### src/sv/winder_motor_run_controller_unit_macros.svh
// Assertion macros shared by the winder motor run controller RTL.
`ifndef WINDER_MOTOR_RUN_CONTROLLER_UNIT_MACROS_SVH
`define WINDER_MOTOR_RUN_CONTROLLER_UNIT_MACROS_SVH

// ante implies cons in the same cycle
`define WMRC_ASSERT_NOW(label, clk, rst, ante, cons, msg) \
   label: assert property (@(posedge clk) disable iff (rst) (ante) |-> (cons)) \
      else $error(msg);

// ante implies cons in the next cycle
`define WMRC_ASSERT_NEXT(label, clk, rst, ante, cons, msg) \
   label: assert property (@(posedge clk) disable iff (rst) (ante) |=> (cons)) \
      else $error(msg);

`endif

### src/sv/wmrc_pkg.sv
// Types, codes and constants of the winder motor run controller.
package wmrc_pkg;

   localparam int SPEED_LIMIT = 4095;
   localparam int TEST_SPEED  = 100;

   localparam int CMD_W      = 3;
   localparam int MODE_W     = 3;
   localparam int SPEED_W    = 12;
   localparam int SPINS_W    = 16;
   localparam int PAPER_W    = 2;
   localparam int CSR_IDX_W  = 1;
   localparam int CSR_DATA_W = 16;

   localparam logic [SPEED_W-1:0] SPEED_CAP =
      SPEED_W'((SPEED_LIMIT > 4095) ? 4095 : SPEED_LIMIT);
   localparam logic [SPEED_W-1:0] TEST_DUTY = SPEED_W'(TEST_SPEED & 4095);
   localparam logic [SPEED_W-1:0] MAX_VELOCITY_RESET = SPEED_W'(4095);

   // braking window: min(floor(3 * target / 10), 30)
   localparam int BRAKE_WINDOW_MAX = 30;
   localparam int BRAKE_FULL_FROM  = 104;
   localparam int BRAKE_RECIP      = 205;
   localparam int BRAKE_SHIFT      = 11;

   typedef enum logic [MODE_W-1:0] {
      MODE_OFF    = 3'd0,
      MODE_RUN    = 3'd1,
      MODE_BRAKE  = 3'd2,
      MODE_PAUSE  = 3'd3,
      MODE_HALT   = 3'd4,
      MODE_FINISH = 3'd5,
      MODE_TEST   = 3'd6
   } mode_type;

   typedef enum logic [CMD_W-1:0] {
      CMD_NONE   = 3'd0,
      CMD_TOGGLE = 3'd1,
      CMD_HALT   = 3'd2,
      CMD_UP     = 3'd3,
      CMD_DOWN   = 3'd4,
      CMD_CLEAR  = 3'd5
   } cmd_type;

   typedef enum logic [PAPER_W-1:0] {
      PAPER_UNKNOWN = 2'd0,
      PAPER_PRESENT = 2'd1,
      PAPER_CUT     = 2'd2
   } paper_type;

   typedef enum logic [CSR_IDX_W-1:0] {
      REG_MAX_SPINS    = 1'b0,
      REG_MAX_VELOCITY = 1'b1
   } csr_reg_type;

   typedef struct packed {
      logic [SPINS_W-1:0] max_spins;
      logic [SPEED_W-1:0] max_velocity;
      logic [SPINS_W-1:0] brake_point;
   } cfg_type;

   typedef struct packed {
      cmd_type cmd;
      logic    spin_level;
      logic    paper_up_level;
      logic    paper_down_level;
      logic    test_level;
   } item_type;

   typedef struct packed {
      mode_type           mode;
      logic [SPEED_W-1:0] speed;
      logic [SPINS_W-1:0] spins;
      logic               last_spin;
      paper_type          upper;
      paper_type          lower;
      logic               enable;
      logic               valve;
   } state_type;

   typedef struct packed {
      mode_type           run_state;
      logic [SPEED_W-1:0] pwm_duty;
      logic               motor_enable;
      logic               valve_on;
      logic [SPINS_W-1:0] spin_total;
      paper_type          upper_paper;
      paper_type          lower_paper;
      logic               done_pulse;
   } result_type;

   localparam state_type STATE_RESET = '{
      mode:      MODE_OFF,
      speed:     '0,
      spins:     '0,
      last_spin: 1'b0,
      upper:     PAPER_UNKNOWN,
      lower:     PAPER_UNKNOWN,
      enable:    1'b0,
      valve:     1'b0
   };

endpackage

### src/sv/wmrc_ifs.sv
// Request and response channel interfaces of the winder motor run controller.
interface wmrc_req_if;
   logic                            valid;
   logic                            ready;
   logic [wmrc_pkg::CMD_W-1:0]      cmd;
   logic                            spin_level;
   logic                            paper_up_level;
   logic                            paper_down_level;
   logic                            test_level;

   modport source (output valid, cmd, spin_level, paper_up_level, paper_down_level,
                   test_level, input ready);
   modport sink (input valid, cmd, spin_level, paper_up_level, paper_down_level,
                 test_level, output ready);
endinterface

interface wmrc_rsp_if;
   logic                            valid;
   logic                            ready;
   logic [wmrc_pkg::MODE_W-1:0]     run_state;
   logic [wmrc_pkg::SPEED_W-1:0]    pwm_duty;
   logic                            motor_enable;
   logic                            valve_on;
   logic [wmrc_pkg::SPINS_W-1:0]    spin_total;
   logic [wmrc_pkg::PAPER_W-1:0]    upper_paper;
   logic [wmrc_pkg::PAPER_W-1:0]    lower_paper;
   logic                            done_pulse;

   modport source (output valid, run_state, pwm_duty, motor_enable, valve_on, spin_total,
                   upper_paper, lower_paper, done_pulse, input ready);
   modport sink (input valid, run_state, pwm_duty, motor_enable, valve_on, spin_total,
                 upper_paper, lower_paper, done_pulse, output ready);
endinterface

### src/sv/wmrc_csr.sv
// Configuration registers and the derived braking point.
module wmrc_csr (
   input  logic                                clock,
   input  logic                                reset,
   input  logic                                csr_we,
   input  logic [wmrc_pkg::CSR_IDX_W-1:0]      csr_index,
   input  logic [wmrc_pkg::CSR_DATA_W-1:0]     csr_wdata,
   output wmrc_pkg::cfg_type                   cfg
);

   logic [wmrc_pkg::SPINS_W-1:0] max_spins_ff;
   logic [wmrc_pkg::SPEED_W-1:0] max_velocity_ff;
   logic [8:0]                   triple;
   logic [15:0]                  scaled;
   logic [4:0]                   window;

   always_ff @(posedge clock) begin
      if (reset) begin
         max_spins_ff    <= '0;
         max_velocity_ff <= wmrc_pkg::MAX_VELOCITY_RESET;
      end else if (csr_we) begin
         case (wmrc_pkg::csr_reg_type'(csr_index))
            wmrc_pkg::REG_MAX_SPINS: begin
               max_spins_ff <= csr_wdata[wmrc_pkg::SPINS_W-1:0];
            end
            wmrc_pkg::REG_MAX_VELOCITY: begin
               max_velocity_ff <= csr_wdata[wmrc_pkg::SPEED_W-1:0];
            end
            default: begin
            end
         endcase
      end
   end

   // floor(3x/10) as (3x * 205) >> 11, exact for 3x below 1029
   assign triple = {1'b0, max_spins_ff[6:0], 1'b0} + {2'b00, max_spins_ff[6:0]};
   assign scaled = 16'(triple) * 16'(wmrc_pkg::BRAKE_RECIP);

   always_comb begin
      if (max_spins_ff >= wmrc_pkg::SPINS_W'(wmrc_pkg::BRAKE_FULL_FROM)) begin
         window = 5'(wmrc_pkg::BRAKE_WINDOW_MAX);
      end else begin
         window = scaled[wmrc_pkg::BRAKE_SHIFT+4:wmrc_pkg::BRAKE_SHIFT];
      end
   end

   assign cfg.max_spins    = max_spins_ff;
   assign cfg.max_velocity = max_velocity_ff;
   assign cfg.brake_point  = max_spins_ff - wmrc_pkg::SPINS_W'(window);

endmodule

### src/sv/wmrc_step.sv
// One control tick: next controller state and the result word.
module wmrc_step (
   input  wmrc_pkg::state_type   cur,
   input  wmrc_pkg::cfg_type     cfg,
   input  wmrc_pkg::item_type    item,
   output wmrc_pkg::state_type   nxt,
   output wmrc_pkg::result_type  res
);

   logic done;
   logic active;

   always_comb begin
      nxt  = cur;
      done = 1'b0;

      case (item.cmd)
         wmrc_pkg::CMD_TOGGLE: begin
            if (cur.mode == wmrc_pkg::MODE_RUN || cur.mode == wmrc_pkg::MODE_BRAKE) begin
               nxt.mode = wmrc_pkg::MODE_PAUSE;
            end else begin
               nxt.mode = wmrc_pkg::MODE_RUN;
            end
            nxt.speed = '0;
         end
         wmrc_pkg::CMD_HALT: begin
            nxt.mode  = wmrc_pkg::MODE_HALT;
            nxt.speed = '0;
         end
         wmrc_pkg::CMD_UP: begin
            if (cur.speed >= cfg.max_velocity) begin
               nxt.speed = cfg.max_velocity;
            end else begin
               nxt.speed = cur.speed + 1'b1;
            end
         end
         wmrc_pkg::CMD_DOWN: begin
            if (cur.speed != '0) begin
               nxt.speed = cur.speed - 1'b1;
            end
         end
         wmrc_pkg::CMD_CLEAR: begin
            nxt.spins = '0;
         end
         default: begin
         end
      endcase

      if (nxt.speed > wmrc_pkg::SPEED_CAP) begin
         nxt.speed = wmrc_pkg::SPEED_CAP;
      end

      // test button is active low
      if (!item.test_level && nxt.mode != wmrc_pkg::MODE_TEST) begin
         nxt.mode   = wmrc_pkg::MODE_TEST;
         nxt.speed  = wmrc_pkg::TEST_DUTY;
         nxt.enable = 1'b1;
      end
      if (item.test_level && nxt.mode == wmrc_pkg::MODE_TEST) begin
         nxt.mode   = wmrc_pkg::MODE_OFF;
         nxt.speed  = '0;
         nxt.enable = 1'b0;
      end

      if (nxt.mode == wmrc_pkg::MODE_RUN) begin
         nxt.enable = 1'b1;
         nxt.valve  = 1'b0;
      end
      if (nxt.mode == wmrc_pkg::MODE_PAUSE || nxt.mode == wmrc_pkg::MODE_HALT) begin
         nxt.enable = 1'b0;
         nxt.valve  = 1'b1;
      end

      if (item.spin_level && !cur.last_spin && nxt.spins < cfg.max_spins) begin
         nxt.spins = nxt.spins + 1'b1;
      end
      nxt.last_spin = item.spin_level;

      nxt.upper = item.paper_up_level ? wmrc_pkg::PAPER_CUT : wmrc_pkg::PAPER_PRESENT;
      nxt.lower = item.paper_down_level ? wmrc_pkg::PAPER_CUT : wmrc_pkg::PAPER_PRESENT;

      active = nxt.mode == wmrc_pkg::MODE_RUN || nxt.mode == wmrc_pkg::MODE_BRAKE;
      if ((item.paper_up_level || item.paper_down_level) && active) begin
         nxt.enable = 1'b0;
         nxt.mode   = wmrc_pkg::MODE_HALT;
         nxt.speed  = '0;
      end

      if (nxt.mode == wmrc_pkg::MODE_RUN || nxt.mode == wmrc_pkg::MODE_BRAKE) begin
         if (nxt.mode == wmrc_pkg::MODE_RUN && nxt.spins > cfg.brake_point) begin
            nxt.mode = wmrc_pkg::MODE_BRAKE;
         end
         if (nxt.spins >= cfg.max_spins) begin
            nxt.enable = 1'b0;
            nxt.speed  = '0;
            nxt.mode   = wmrc_pkg::MODE_FINISH;
            done       = 1'b1;
         end
      end
   end

   assign res.run_state    = nxt.mode;
   assign res.pwm_duty     = nxt.speed;
   assign res.motor_enable = nxt.enable;
   assign res.valve_on     = nxt.valve;
   assign res.spin_total   = nxt.spins;
   assign res.upper_paper  = nxt.upper;
   assign res.lower_paper  = nxt.lower;
   assign res.done_pulse   = done;

endmodule

### src/sv/winder_motor_run_controller_unit.sv
// Top level of the winder motor run controller: input stage, state and result register.
//
// One request word is one control tick (command plus sensor levels) and yields exactly
// one response word with the run state, drive duty, enables, spin count and paper status
// as they stand after that tick. Throughput is one word per clock while responses are
// taken. A request lands in the input register when it is accepted; it then passes
// through the tick logic into the result register, which also updates the controller
// state, once the response register is empty or being read. A full response register
// does not block intake: one further request is held in the input register.
// Configuration writes (target spins, speed ceiling) take effect on the next tick and
// must be issued while no word is in flight.
`include "winder_motor_run_controller_unit_macros.svh"

module winder_motor_run_controller_unit (
   input  logic                                clock,
   input  logic                                reset,
   wmrc_req_if.sink                            req_ch,
   wmrc_rsp_if.source                          rsp_ch,
   input  logic                                csr_we,
   input  logic [wmrc_pkg::CSR_IDX_W-1:0]      csr_index,
   input  logic [wmrc_pkg::CSR_DATA_W-1:0]     csr_wdata
);

   wmrc_pkg::cfg_type     cfg;
   wmrc_pkg::item_type    item_in;
   wmrc_pkg::item_type    item_ff;
   wmrc_pkg::state_type   state_ff;
   wmrc_pkg::state_type   state_in;
   wmrc_pkg::result_type  result_in;
   wmrc_pkg::result_type  result_ff;
   logic                  item_valid_ff;
   logic                  rsp_valid_ff;
   logic                  advance;

   wmrc_csr u_csr (
      .clock     (clock),
      .reset     (reset),
      .csr_we    (csr_we),
      .csr_index (csr_index),
      .csr_wdata (csr_wdata),
      .cfg       (cfg)
   );

   wmrc_step u_step (
      .cur  (state_ff),
      .cfg  (cfg),
      .item (item_ff),
      .nxt  (state_in),
      .res  (result_in)
   );

   assign advance      = item_valid_ff && (!rsp_valid_ff || rsp_ch.ready);
   assign req_ch.ready = !item_valid_ff || advance;

   assign item_in.cmd              = wmrc_pkg::cmd_type'(req_ch.cmd);
   assign item_in.spin_level       = req_ch.spin_level;
   assign item_in.paper_up_level   = req_ch.paper_up_level;
   assign item_in.paper_down_level = req_ch.paper_down_level;
   assign item_in.test_level       = req_ch.test_level;

   always_ff @(posedge clock) begin
      if (reset) begin
         item_valid_ff <= 1'b0;
         rsp_valid_ff  <= 1'b0;
         state_ff      <= wmrc_pkg::STATE_RESET;
      end else begin
         if (req_ch.ready) begin
            item_valid_ff <= req_ch.valid;
         end
         if (advance) begin
            rsp_valid_ff <= 1'b1;
            state_ff     <= state_in;
         end else if (rsp_ch.ready) begin
            rsp_valid_ff <= 1'b0;
         end
      end
   end

   always_ff @(posedge clock) begin
      if (req_ch.valid && req_ch.ready) begin
         item_ff <= item_in;
      end
      if (advance) begin
         result_ff <= result_in;
      end
   end

   assign rsp_ch.valid        = rsp_valid_ff;
   assign rsp_ch.run_state    = result_ff.run_state;
   assign rsp_ch.pwm_duty     = result_ff.pwm_duty;
   assign rsp_ch.motor_enable = result_ff.motor_enable;
   assign rsp_ch.valve_on     = result_ff.valve_on;
   assign rsp_ch.spin_total   = result_ff.spin_total;
   assign rsp_ch.upper_paper  = result_ff.upper_paper;
   assign rsp_ch.lower_paper  = result_ff.lower_paper;
   assign rsp_ch.done_pulse   = result_ff.done_pulse;

   `WMRC_ASSERT_NOW(a_done_is_finish, clock, reset,
      rsp_valid_ff && result_ff.done_pulse,
      result_ff.run_state == wmrc_pkg::MODE_FINISH, "done word without finished state")
   `WMRC_ASSERT_NEXT(a_advance_fills_rsp, clock, reset,
      advance, rsp_valid_ff, "advanced word did not reach response register")
   `WMRC_ASSERT_NOW(a_stall_has_item, clock, reset,
      !req_ch.ready, item_valid_ff && rsp_valid_ff, "intake stalled without a full pipeline")
   `WMRC_ASSERT_NOW(a_run_drives_motor, clock, reset,
      state_ff.mode == wmrc_pkg::MODE_RUN || state_ff.mode == wmrc_pkg::MODE_TEST,
      state_ff.enable, "running or test without motor enable")

endmodule
### src/flat_wrapper.sv
// flat-port wrapper written by rule: the top's interface ports become plain ports
module winder_motor_run_controller_unit_flat 
  (clock, reset, csr_we, csr_index, csr_wdata, req_ch_valid, req_ch_cmd, req_ch_spin_level, req_ch_paper_up_level, req_ch_paper_down_level, req_ch_test_level, req_ch_ready, rsp_ch_valid, rsp_ch_run_state, rsp_ch_pwm_duty, rsp_ch_motor_enable, rsp_ch_valve_on, rsp_ch_spin_total, rsp_ch_upper_paper, rsp_ch_lower_paper, rsp_ch_done_pulse, rsp_ch_ready);
  wmrc_req_if req_ch_i ();
  wmrc_rsp_if rsp_ch_i ();
  input  logic clock;
  input  logic reset;
  input  logic csr_we;
  input  logic [wmrc_pkg::CSR_IDX_W-1:0] csr_index;
  input  logic [wmrc_pkg::CSR_DATA_W-1:0] csr_wdata;
  input wire logic [$bits(req_ch_i.valid)-1:0] req_ch_valid;
  input wire logic [$bits(req_ch_i.cmd)-1:0] req_ch_cmd;
  input wire logic [$bits(req_ch_i.spin_level)-1:0] req_ch_spin_level;
  input wire logic [$bits(req_ch_i.paper_up_level)-1:0] req_ch_paper_up_level;
  input wire logic [$bits(req_ch_i.paper_down_level)-1:0] req_ch_paper_down_level;
  input wire logic [$bits(req_ch_i.test_level)-1:0] req_ch_test_level;
  output wire logic [$bits(req_ch_i.ready)-1:0] req_ch_ready;
  output wire logic [$bits(rsp_ch_i.valid)-1:0] rsp_ch_valid;
  output wire logic [$bits(rsp_ch_i.run_state)-1:0] rsp_ch_run_state;
  output wire logic [$bits(rsp_ch_i.pwm_duty)-1:0] rsp_ch_pwm_duty;
  output wire logic [$bits(rsp_ch_i.motor_enable)-1:0] rsp_ch_motor_enable;
  output wire logic [$bits(rsp_ch_i.valve_on)-1:0] rsp_ch_valve_on;
  output wire logic [$bits(rsp_ch_i.spin_total)-1:0] rsp_ch_spin_total;
  output wire logic [$bits(rsp_ch_i.upper_paper)-1:0] rsp_ch_upper_paper;
  output wire logic [$bits(rsp_ch_i.lower_paper)-1:0] rsp_ch_lower_paper;
  output wire logic [$bits(rsp_ch_i.done_pulse)-1:0] rsp_ch_done_pulse;
  input wire logic [$bits(rsp_ch_i.ready)-1:0] rsp_ch_ready;
  assign req_ch_i.valid = req_ch_valid;
  assign req_ch_i.cmd = req_ch_cmd;
  assign req_ch_i.spin_level = req_ch_spin_level;
  assign req_ch_i.paper_up_level = req_ch_paper_up_level;
  assign req_ch_i.paper_down_level = req_ch_paper_down_level;
  assign req_ch_i.test_level = req_ch_test_level;
  assign req_ch_ready = req_ch_i.ready;
  assign rsp_ch_valid = rsp_ch_i.valid;
  assign rsp_ch_run_state = rsp_ch_i.run_state;
  assign rsp_ch_pwm_duty = rsp_ch_i.pwm_duty;
  assign rsp_ch_motor_enable = rsp_ch_i.motor_enable;
  assign rsp_ch_valve_on = rsp_ch_i.valve_on;
  assign rsp_ch_spin_total = rsp_ch_i.spin_total;
  assign rsp_ch_upper_paper = rsp_ch_i.upper_paper;
  assign rsp_ch_lower_paper = rsp_ch_i.lower_paper;
  assign rsp_ch_done_pulse = rsp_ch_i.done_pulse;
  assign rsp_ch_i.ready = rsp_ch_ready;
  winder_motor_run_controller_unit u_core (.clock(clock), .reset(reset), .req_ch(req_ch_i), .rsp_ch(rsp_ch_i), .csr_we(csr_we), .csr_index(csr_index), .csr_wdata(csr_wdata));
endmodule
### config.mk
export PLATFORM = sky130hd
export DESIGN_NAME = winder_motor_run_controller_unit_flat
export DESIGN_NICKNAME = d
export VERILOG_FILES = /design/src/sv/wmrc_pkg.sv /design/src/sv/wmrc_ifs.sv /design/src/sv/wmrc_csr.sv /design/src/sv/wmrc_step.sv /design/src/sv/winder_motor_run_controller_unit.sv /design/src/flat_wrapper.sv
export VERILOG_INCLUDE_DIRS = /design/src /design/src/sv
export SDC_FILE = /design/constraint.sdc
export NUM_CORES = 1
export LEC_CHECK = 0
export ABC_CLOCK_PERIOD_IN_PS = 10540
export BUFFER_PORTS_ARGS = -buffer_cell sky130_fd_sc_hd__buf_2
export CAP_MARGIN = 10
export CORE_ASPECT_RATIO = 0.5
export CORE_MARGIN = 2
export CORE_UTILIZATION = 62
export CTS_CLUSTER_DIAMETER = 30
export DETAILED_ROUTE_END_ITERATION = 6
export PLACE_DENSITY = 0.81
export SLEW_MARGIN = 20
export SYNTH_ARGS = -nofsm -noshare
export SYNTH_HDL_FRONTEND = slang
export SYNTH_SLANG_ARGS = --single-unit
### constraint.sdc
create_clock -name clock -period 10.54 [get_ports clock]
set_input_delay 1.054 -clock clock [delete_from_list [all_inputs] [get_ports clock]]
set_output_delay 1.054 -clock clock [all_outputs]
set_load 0.01 [all_outputs]
# After elaboration in Yosys (flattened, before gate mapping)
# Cells that the tools add are included.
# op_classes
n_addsub	5
n_mul	1
magnitude_cmp	6
n_eq_ne	15
mux	27
bitwise	1
n_reduce_logical	24
# op_table
operator	count
$mux W15	5
$mux W12	3
$pmux W12 S3	1
$mux W16	2
$eq A3 B2 Y1 const B	6
$add A16 B1 Y16 const B	1
$ge A16 B16 Y1	1
$ge A16 B7 Y1 const B	1
$gt A16 B16 Y1	1
$lt A16 B16 Y1	1
$mul A9 B8 Y16 const B	1
$sub A16 B5 Y16	1
$add A12 B1 Y12 const B	1
$eq A3 B1 Y1 const B	4
$eq A3 B3 Y1 const B	4
$ge A12 B12 Y1	1
$gt A12 B12 Y1 const B	1
$reduce_bool A12 Y1	1
$sub A12 B1 Y12 const B	1
$mux W2	5
$add A8 B7 Y9	1
$logic_and A1 B1 Y1	8
$mux W1	8
$logic_or A1 B1 Y1	7
9 further kinds	13
# totals
reg_bits	109
input_bits	29
out_inout_bits	40
elab_cells	102

# Logic depth before layout (Yosys ltp)
# logic_depth
ltp_word	19
mapped_depth	41
mapped_depth_nobuf	41

# By module
# From an unflattened synthesis, not the netlist that was laid out.
# hier_totals
hier_cells	1066
hier_area_um2	9560.4
# modules_own_cells
mod	n_inst	cells_per_inst	area_each_um2
wmrc_step	1	502	3432.0
winder_motor_run_controller_unit	1	220	3139.3
wmrc_csr	1	344	2989.1

# Least setup slack after synthesis
# OpenSTA, ideal clock, no wires.
# synth_timing
path_type	register to register
start	register u_core.u_csr.max_spins_ff[0] (netlist bit)
end	register u_core.result_ff (netlist bit u_core.rsp_ch.run_state[0]), data pin
setup_ns	0.267
t_arrival_ns	8.199
path_slack_ns	2.075
path_stages_with_launch	38
path_cell_list	dfxtp_1 > ha_1 > inv_1 > fa_1 > o21bai_1 > a21oi_1 > o21bai_1 > a21oi_1 > xnor2_1 > inv_1 > ha_1 > inv_1 > fa_1 > inv_1 > fa_1 > inv_1 > fa_1 > inv_1 > (+2 left out) > a21oi_1 > o21bai_1 > a2111o_1 > o21ai_0 > ha_1 > nor2b_1 > o21ai_0 > a21oi_1 > or4_1 > nor4_1 > nand3_1 > xnor2_1 > ha_1 > nand4_1 > or3_1 > o221a_2 > o211ai_1 > a21oi_1
# synth_lines
element	line	text
from (decl)	wmrc_csr.sv:11	logic [wmrc_pkg::SPINS_W-1:0] max_spins_ff;
from (signal assigned)	wmrc_csr.sv:24	max_spins_ff <= csr_wdata[wmrc_pkg::SPINS_W-1:0];
to (signal assigned)	winder_motor_run_controller_unit.sv:84	result_ff <= result_in;
to (decl)	winder_motor_run_controller_unit.sv:30	wmrc_pkg::result_type result_ff;

# Worst setup path after layout
# layout_timing
start	register u_core.u_csr.max_spins_ff[0] (netlist bit)
end	register u_core.state_ff[36] (netlist bit)
# layout_via
elab_chain_cells	9
word_cells_on_any_way	14
classes_between	add/sub (2); mul (1); order compare (4); mux (5); reduce/logical (2)
# layout_lines
element	line	text
$add A8 B7 Y9	wmrc_csr.sv:36	assign triple = {1'b0, max_spins_ff[6:0], 1'b0} + {2'b00, max_spins_ff[6:0]};
$mul A9 B8 Y16	wmrc_csr.sv:37	assign scaled = 16'(triple) * 16'(wmrc_pkg::BRAKE_RECIP);
$mux W5	wmrc_csr.sv:40	if (max_spins_ff >= wmrc_pkg::SPINS_W'(wmrc_pkg::BRAKE_FULL_FROM)) begin
$sub A16 B5 Y16	wmrc_csr.sv:49	assign cfg.brake_point = max_spins_ff - wmrc_pkg::SPINS_W'(window);
$gt A16 B16 Y1	wmrc_step.sv:90	if (nxt.mode == wmrc_pkg::MODE_RUN && nxt.spins > cfg.brake_point) begin
$logic_and A1 B1 Y1	wmrc_step.sv:90	
$mux W3	wmrc_step.sv:90	
$mux W15 *	wmrc_step.sv:93	if (nxt.spins >= cfg.max_spins) begin
$mux W15 *	wmrc_step.sv:89	if (nxt.mode == wmrc_pkg::MODE_RUN || nxt.mode == wmrc_pkg::MODE_BRAKE) begin
to (signal assigned)	winder_motor_run_controller_unit.sv:65	state_ff <= wmrc_pkg::STATE_RESET;
to (signal assigned)	winder_motor_run_controller_unit.sv:72	state_ff <= state_in;
to (decl)	winder_motor_run_controller_unit.sv:27	wmrc_pkg::state_type state_ff;
# Every way passes the cells marked *; elsewhere a longest branch is shown, timed or not.
# A chain may end at the register's enable or synchronous reset.

==> run_results.csv <==
group,metric,value,unit
setup_path,crit_required,10.79,ns
worst_hold_path,hold_depth,2,
grt,first_global_vias,7503,
finish,n_antenna_cell,0,
route,route.detailed.drc,0,
synth,syn-num-nets,1206,
pwr,p_sw,393,uW
pwr,ir_worst_vdd,0.0937,mV
floorplanning,rows,31,
clocking,cts.clk_slew.worst_paths,0.08,ns
synth,synth_area_per_cell,8.66,sq um
route,routed_wl,22000,um
grt,overflow,0,
finish,multi_input_area,5780,sq um
placed_design,dp_hpwl,17000,um
setup_path,reg2reg_to,"u_core.state_ff[36]$_SDFFE_PP0P_",
grt,antenna_found_initial,0,
placed_design,io_buffers,68,
clocking,cts.sinks,109,
grt,grtUsageTotal,0.288,
setup_path,path_common_cell,"inv_1",
worst_hold_path,hold_end,"u_core.u_csr.max_spins_ff[15]$_SDFFE_PP0P_",
finish,final_layout_size_suffix_gt1_frac,0.110,
sta,hold_ws,0.461,ns
clocking,clockRootBuffer,"clkbuf_16",
pwr,powerDensity,120,nW/um^2
pwr,pwr-share-clk,0.287,
setup_path,end_kind,"flop",
finish,nets,1245,
pwr,sequentialPowerShare,0.415,
pwr,p_leak,0.00455,uW
finish,mostFrequentLayoutCell,"ha_1",
pwr,p_int,769,uW
sta,finalClockSkew,0.00952,ns
setup_path,crit_type,"reg2reg",
synth,ys_ff_latch,109,
synth,synth-edff-count,45,
synth,yosys_warnings,0,
synth,yosysUniqueCellTypes,79,
setup_path,reg2regPathDepth,37,
sta,hold_viol,0,
route,vias,7950,
setup_path,path_max_fanout,7,
sta,finalSetupTns,0,ns
sta,worst_pin_slew,1.03,ns
worst_hold_path,worstHoldStart,"u_core.u_csr.max_spins_ff[15]$_SDFFE_PP0P_",
worst_hold_path,hold_class,"reg2reg",
setup_path,rrSetupSlack,1.15,ns
route,drt_pre_antenna_iters,6,
synth,synthFlopType,"dfxtp_1",
clocking,ctsResizeCount,0,
floorplanning,dieArea,15500,sq um
sta,relSlewSlack,0.313,
setup_path,cpMaxStageDelayCell,"fa_1",
route,wl_per_cell,17.2,um
setup_path,crit_arrival,9.64,ns
finish,ff_latch_area,2630,sq um
pwr,swShare,0.338,
floorplanning,die_w,174,um
floorplanning,die-height,89.2,um
synth,synth-async-reset-ratio,0,
floorplanning,start_util,0.628,
finish,final_cell_mix,"122 x ha_1, 112 x nand2_1, 99 x inv_1, 68 x buf_2, 66 x nor2_1",
run_status,outcome,"finished clean",
route,drtIter0Drc,717,
clocking,clk_path_buf_depth,2,
sta,setup_violations,0,
clocking,clk_latency,0.35,ns
setup_path,timing.rr.start,"u_core.u_csr.max_spins_ff[0]$_SDFFE_PP0P_",
sta,rsz0062_at_grt,"no",
grt,grt_max_degree,36,
clocking,cts_setup_buffers,0,
pwr,pwr-share-comb,0.298,
synth,ys_seq_area_frac,0.293,
clocking,cts_tree,"yes",
finish,syn2layout_area_growth,7.85,%
placed_design,gp_congestion,0.928,
sta,slew_viol_final,0,
floorplanning,fp.coreArea,14300,sq um
sta,max_freq,0.106,GHz
sta,timing.final.crit_share,0.891,
clocking,htreeDepth,3,
sta,post-route-min-period,9.39,ns
synth,synth_area,8990,sq um
setup_path,critPathMaxStageDelay,0.55,ns
finish,fillerInstances,1148,
synth,synthCells,1039,
setup_path,startpoint_type,"flop",
flow_run,timing.max_cap.violations,0,
grt,grt_pass1_wl,36000,um
floorplanning,io_pins,69,
clocking,cts_hold_repair.buffers,0,
route,drt-vias-per-instance,6.21,
route,ant_nets,0,
clocking,cts_buffers,9,
-- logic make-up (layout without fill, tap and decap cells) --
| kind of cell | Yosys count | after routing | synth area share |
|---|---|---|---|
| AOI/OAI and AO/OA | 235 | 235 | 0.181 |
| buffers and inverters | 144 | 188 | 0.0650 |
| and+or+nand+nor | 355 | 355 | 0.197 |
| muxes | 14 | 14 | 0.0160 |
| xor gates and xnor gates | 44 | 44 | 0.0428 |
| DFF | 109 | 109 | 0.293 |
| adders and majority gates | 138 | 138 | 0.205 |
-- cells in the mapped netlist, types with 4 or more instances --
cell type | count | area [sq um]
a21oi_1 | 53 | 265
xor2_1 | 12 | 105
fa_1 | 16 | 320
nand3_1 | 54 | 270
a21o_1 | 18 | 135
nand4_1 | 17 | 106
nor2_1 | 66 | 248
a211oi_1 | 9 | 67.6
clkbuf_1 | 30 | 113
o211a_1 | 6 | 60.1
xnor2_1 | 32 | 280
o21bai_1 | 5 | 37.5
inv_1 | 100 | 375
a2111oi_0 | 6 | 52.6
buf_6 | 4 | 45.0
nor3b_1 | 6 | 45.0
nand2_1 | 112 | 420
a31oi_1 | 12 | 75.1
nor3_1 | 16 | 80.1
nand2b_1 | 12 | 75.1
nor2b_1 | 15 | 93.8
mux2i_1 | 11 | 110
o41ai_1 | 5 | 43.8
o21ai_0 | 59 | 295
nor4_1 | 4 | 25.0
or4_1 | 6 | 45.0
and3_1 | 12 | 75.1
o21ba_2 | 7 | 70.1
dfxtp_1 | 64 | 1280
o211ai_1 | 5 | 37.5
or3_1 | 6 | 37.5
a221oi_1 | 5 | 43.8
buf_2 | 7 | 35.0
edfxtp_1 | 45 | 1350
ha_1 | 122 | 1530
o21a_1 | 8 | 60.1
and2_1 | 11 | 68.8
-- area by class of cell --
type	count	share of cell area
flip-flops and latches	109	0.271
clock inverters	6	0.00593
repair buffers	72	0.0382
inverters	100	0.0387
well taps	198	0.0255
multi-input cells	786	0.596
clock buffers	10	0.0246
-- state kept, by name, indices dropped and copies added, names as in the netlist --
name and count:
u_core.rsp_ch.valid 1, u_core.u_csr.max_velocity_ff 12, u_core.rsp_ch.run_state 3, u_core.u_csr.max_spins_ff 16, u_core.rsp_ch.done_pulse 1, u_core.rsp_ch.lower_paper 2, u_core.rsp_ch.upper_paper 2, u_core.item_ff 7
u_core.state_ff 34, u_core.rsp_ch.pwm_duty 12, u_core.rsp_ch.spin_total 16, u_core.rsp_ch.valve_on 1, u_core.rsp_ch.motor_enable 1, u_core.item_valid_ff 1
-- stage by stage --
| step | area, sq um | power, uW | utilization | worst slack [ns] | std cells |
|---|---|---|---|---|---|
| after detailed placement | 9400 | 829 | 0.657 | 1.25 | 1265 |
| after floorplan | 8990 | 742 | - | 2.07 | 1039 |
| final | 9700 | 1160 | 0.678 | 1.15 | 1281 |
| after CTS | 9700 | 1170 | 0.678 | 1.23 | 1281 |
| after global placement | 9400 | 815 | 0.657 | 1.57 | 1265 |
| after global routing | 9700 | 1230 | 0.678 | 0.494 | 1281 |
-- worst max-delay path: cells and delay by family (launching register included) --
family / cells / cell delay (ns)
buffers and inverters: 6 / 0.41
xor gates and xnor gates: 2 / 0.38
and+or+nand+nor: 7 / 2.16
DFF: 1 / 0.48
AOI/OAI and AO/OA: 13 / 2.51
adders and majority gates: 9 / 3.33
-- worst max path at each step --
stage | from | to | cells past startpoint
3_5_place_dp | u_core.u_csr.max_spins_ff[0]$_SDFFE_PP0P_ | u_core.rsp_ch.run_state[0]$_DFFE_PP_ | 37
2_1_floorplan | u_core.u_csr.max_spins_ff[0]$_SDFFE_PP0P_ | u_core.rsp_ch.run_state[0]$_DFFE_PP_ | 37
3_3_place_gp | u_core.u_csr.max_spins_ff[0]$_SDFFE_PP0P_ | u_core.rsp_ch.run_state[0]$_DFFE_PP_ | 37
6_report | u_core.u_csr.max_spins_ff[0]$_SDFFE_PP0P_ | u_core.state_ff[36]$_SDFFE_PP0P_ | 37
4_1_cts | u_core.u_csr.max_spins_ff[0]$_SDFFE_PP0P_ | u_core.state_ff[36]$_SDFFE_PP0P_ | 37
5_1_grt | u_core.u_csr.max_spins_ff[0]$_SDFFE_PP0P_ | u_core.rsp_ch.run_state[0]$_DFFE_PP_ | 37
-- per-layer routing --
metal  track usage  vias to the layer above  share of wire
met5             0                        -              0
li1              -                     3786              -
met4        0.0993                        0          0.021
met2         0.492                      316           0.46
met3        0.0523                       54          0.077
met1         0.377                     3794           0.45
-- power by group through the flow --
| stage | registers, uW | clock network (uW) | logic (uW) |
|---|---|---|---|
| after floorplan | 485 | 0 | 257 |
| after global placement | 490 | 0 | 325 |
| after detailed placement | 491 | 0 | 338 |
| after CTS | 481 | 342 | 343 |
| after global routing | 485 | 355 | 392 |
| final | 482 | 334 | 346 |
No activity file was read; power rests on OpenSTA's default activity.
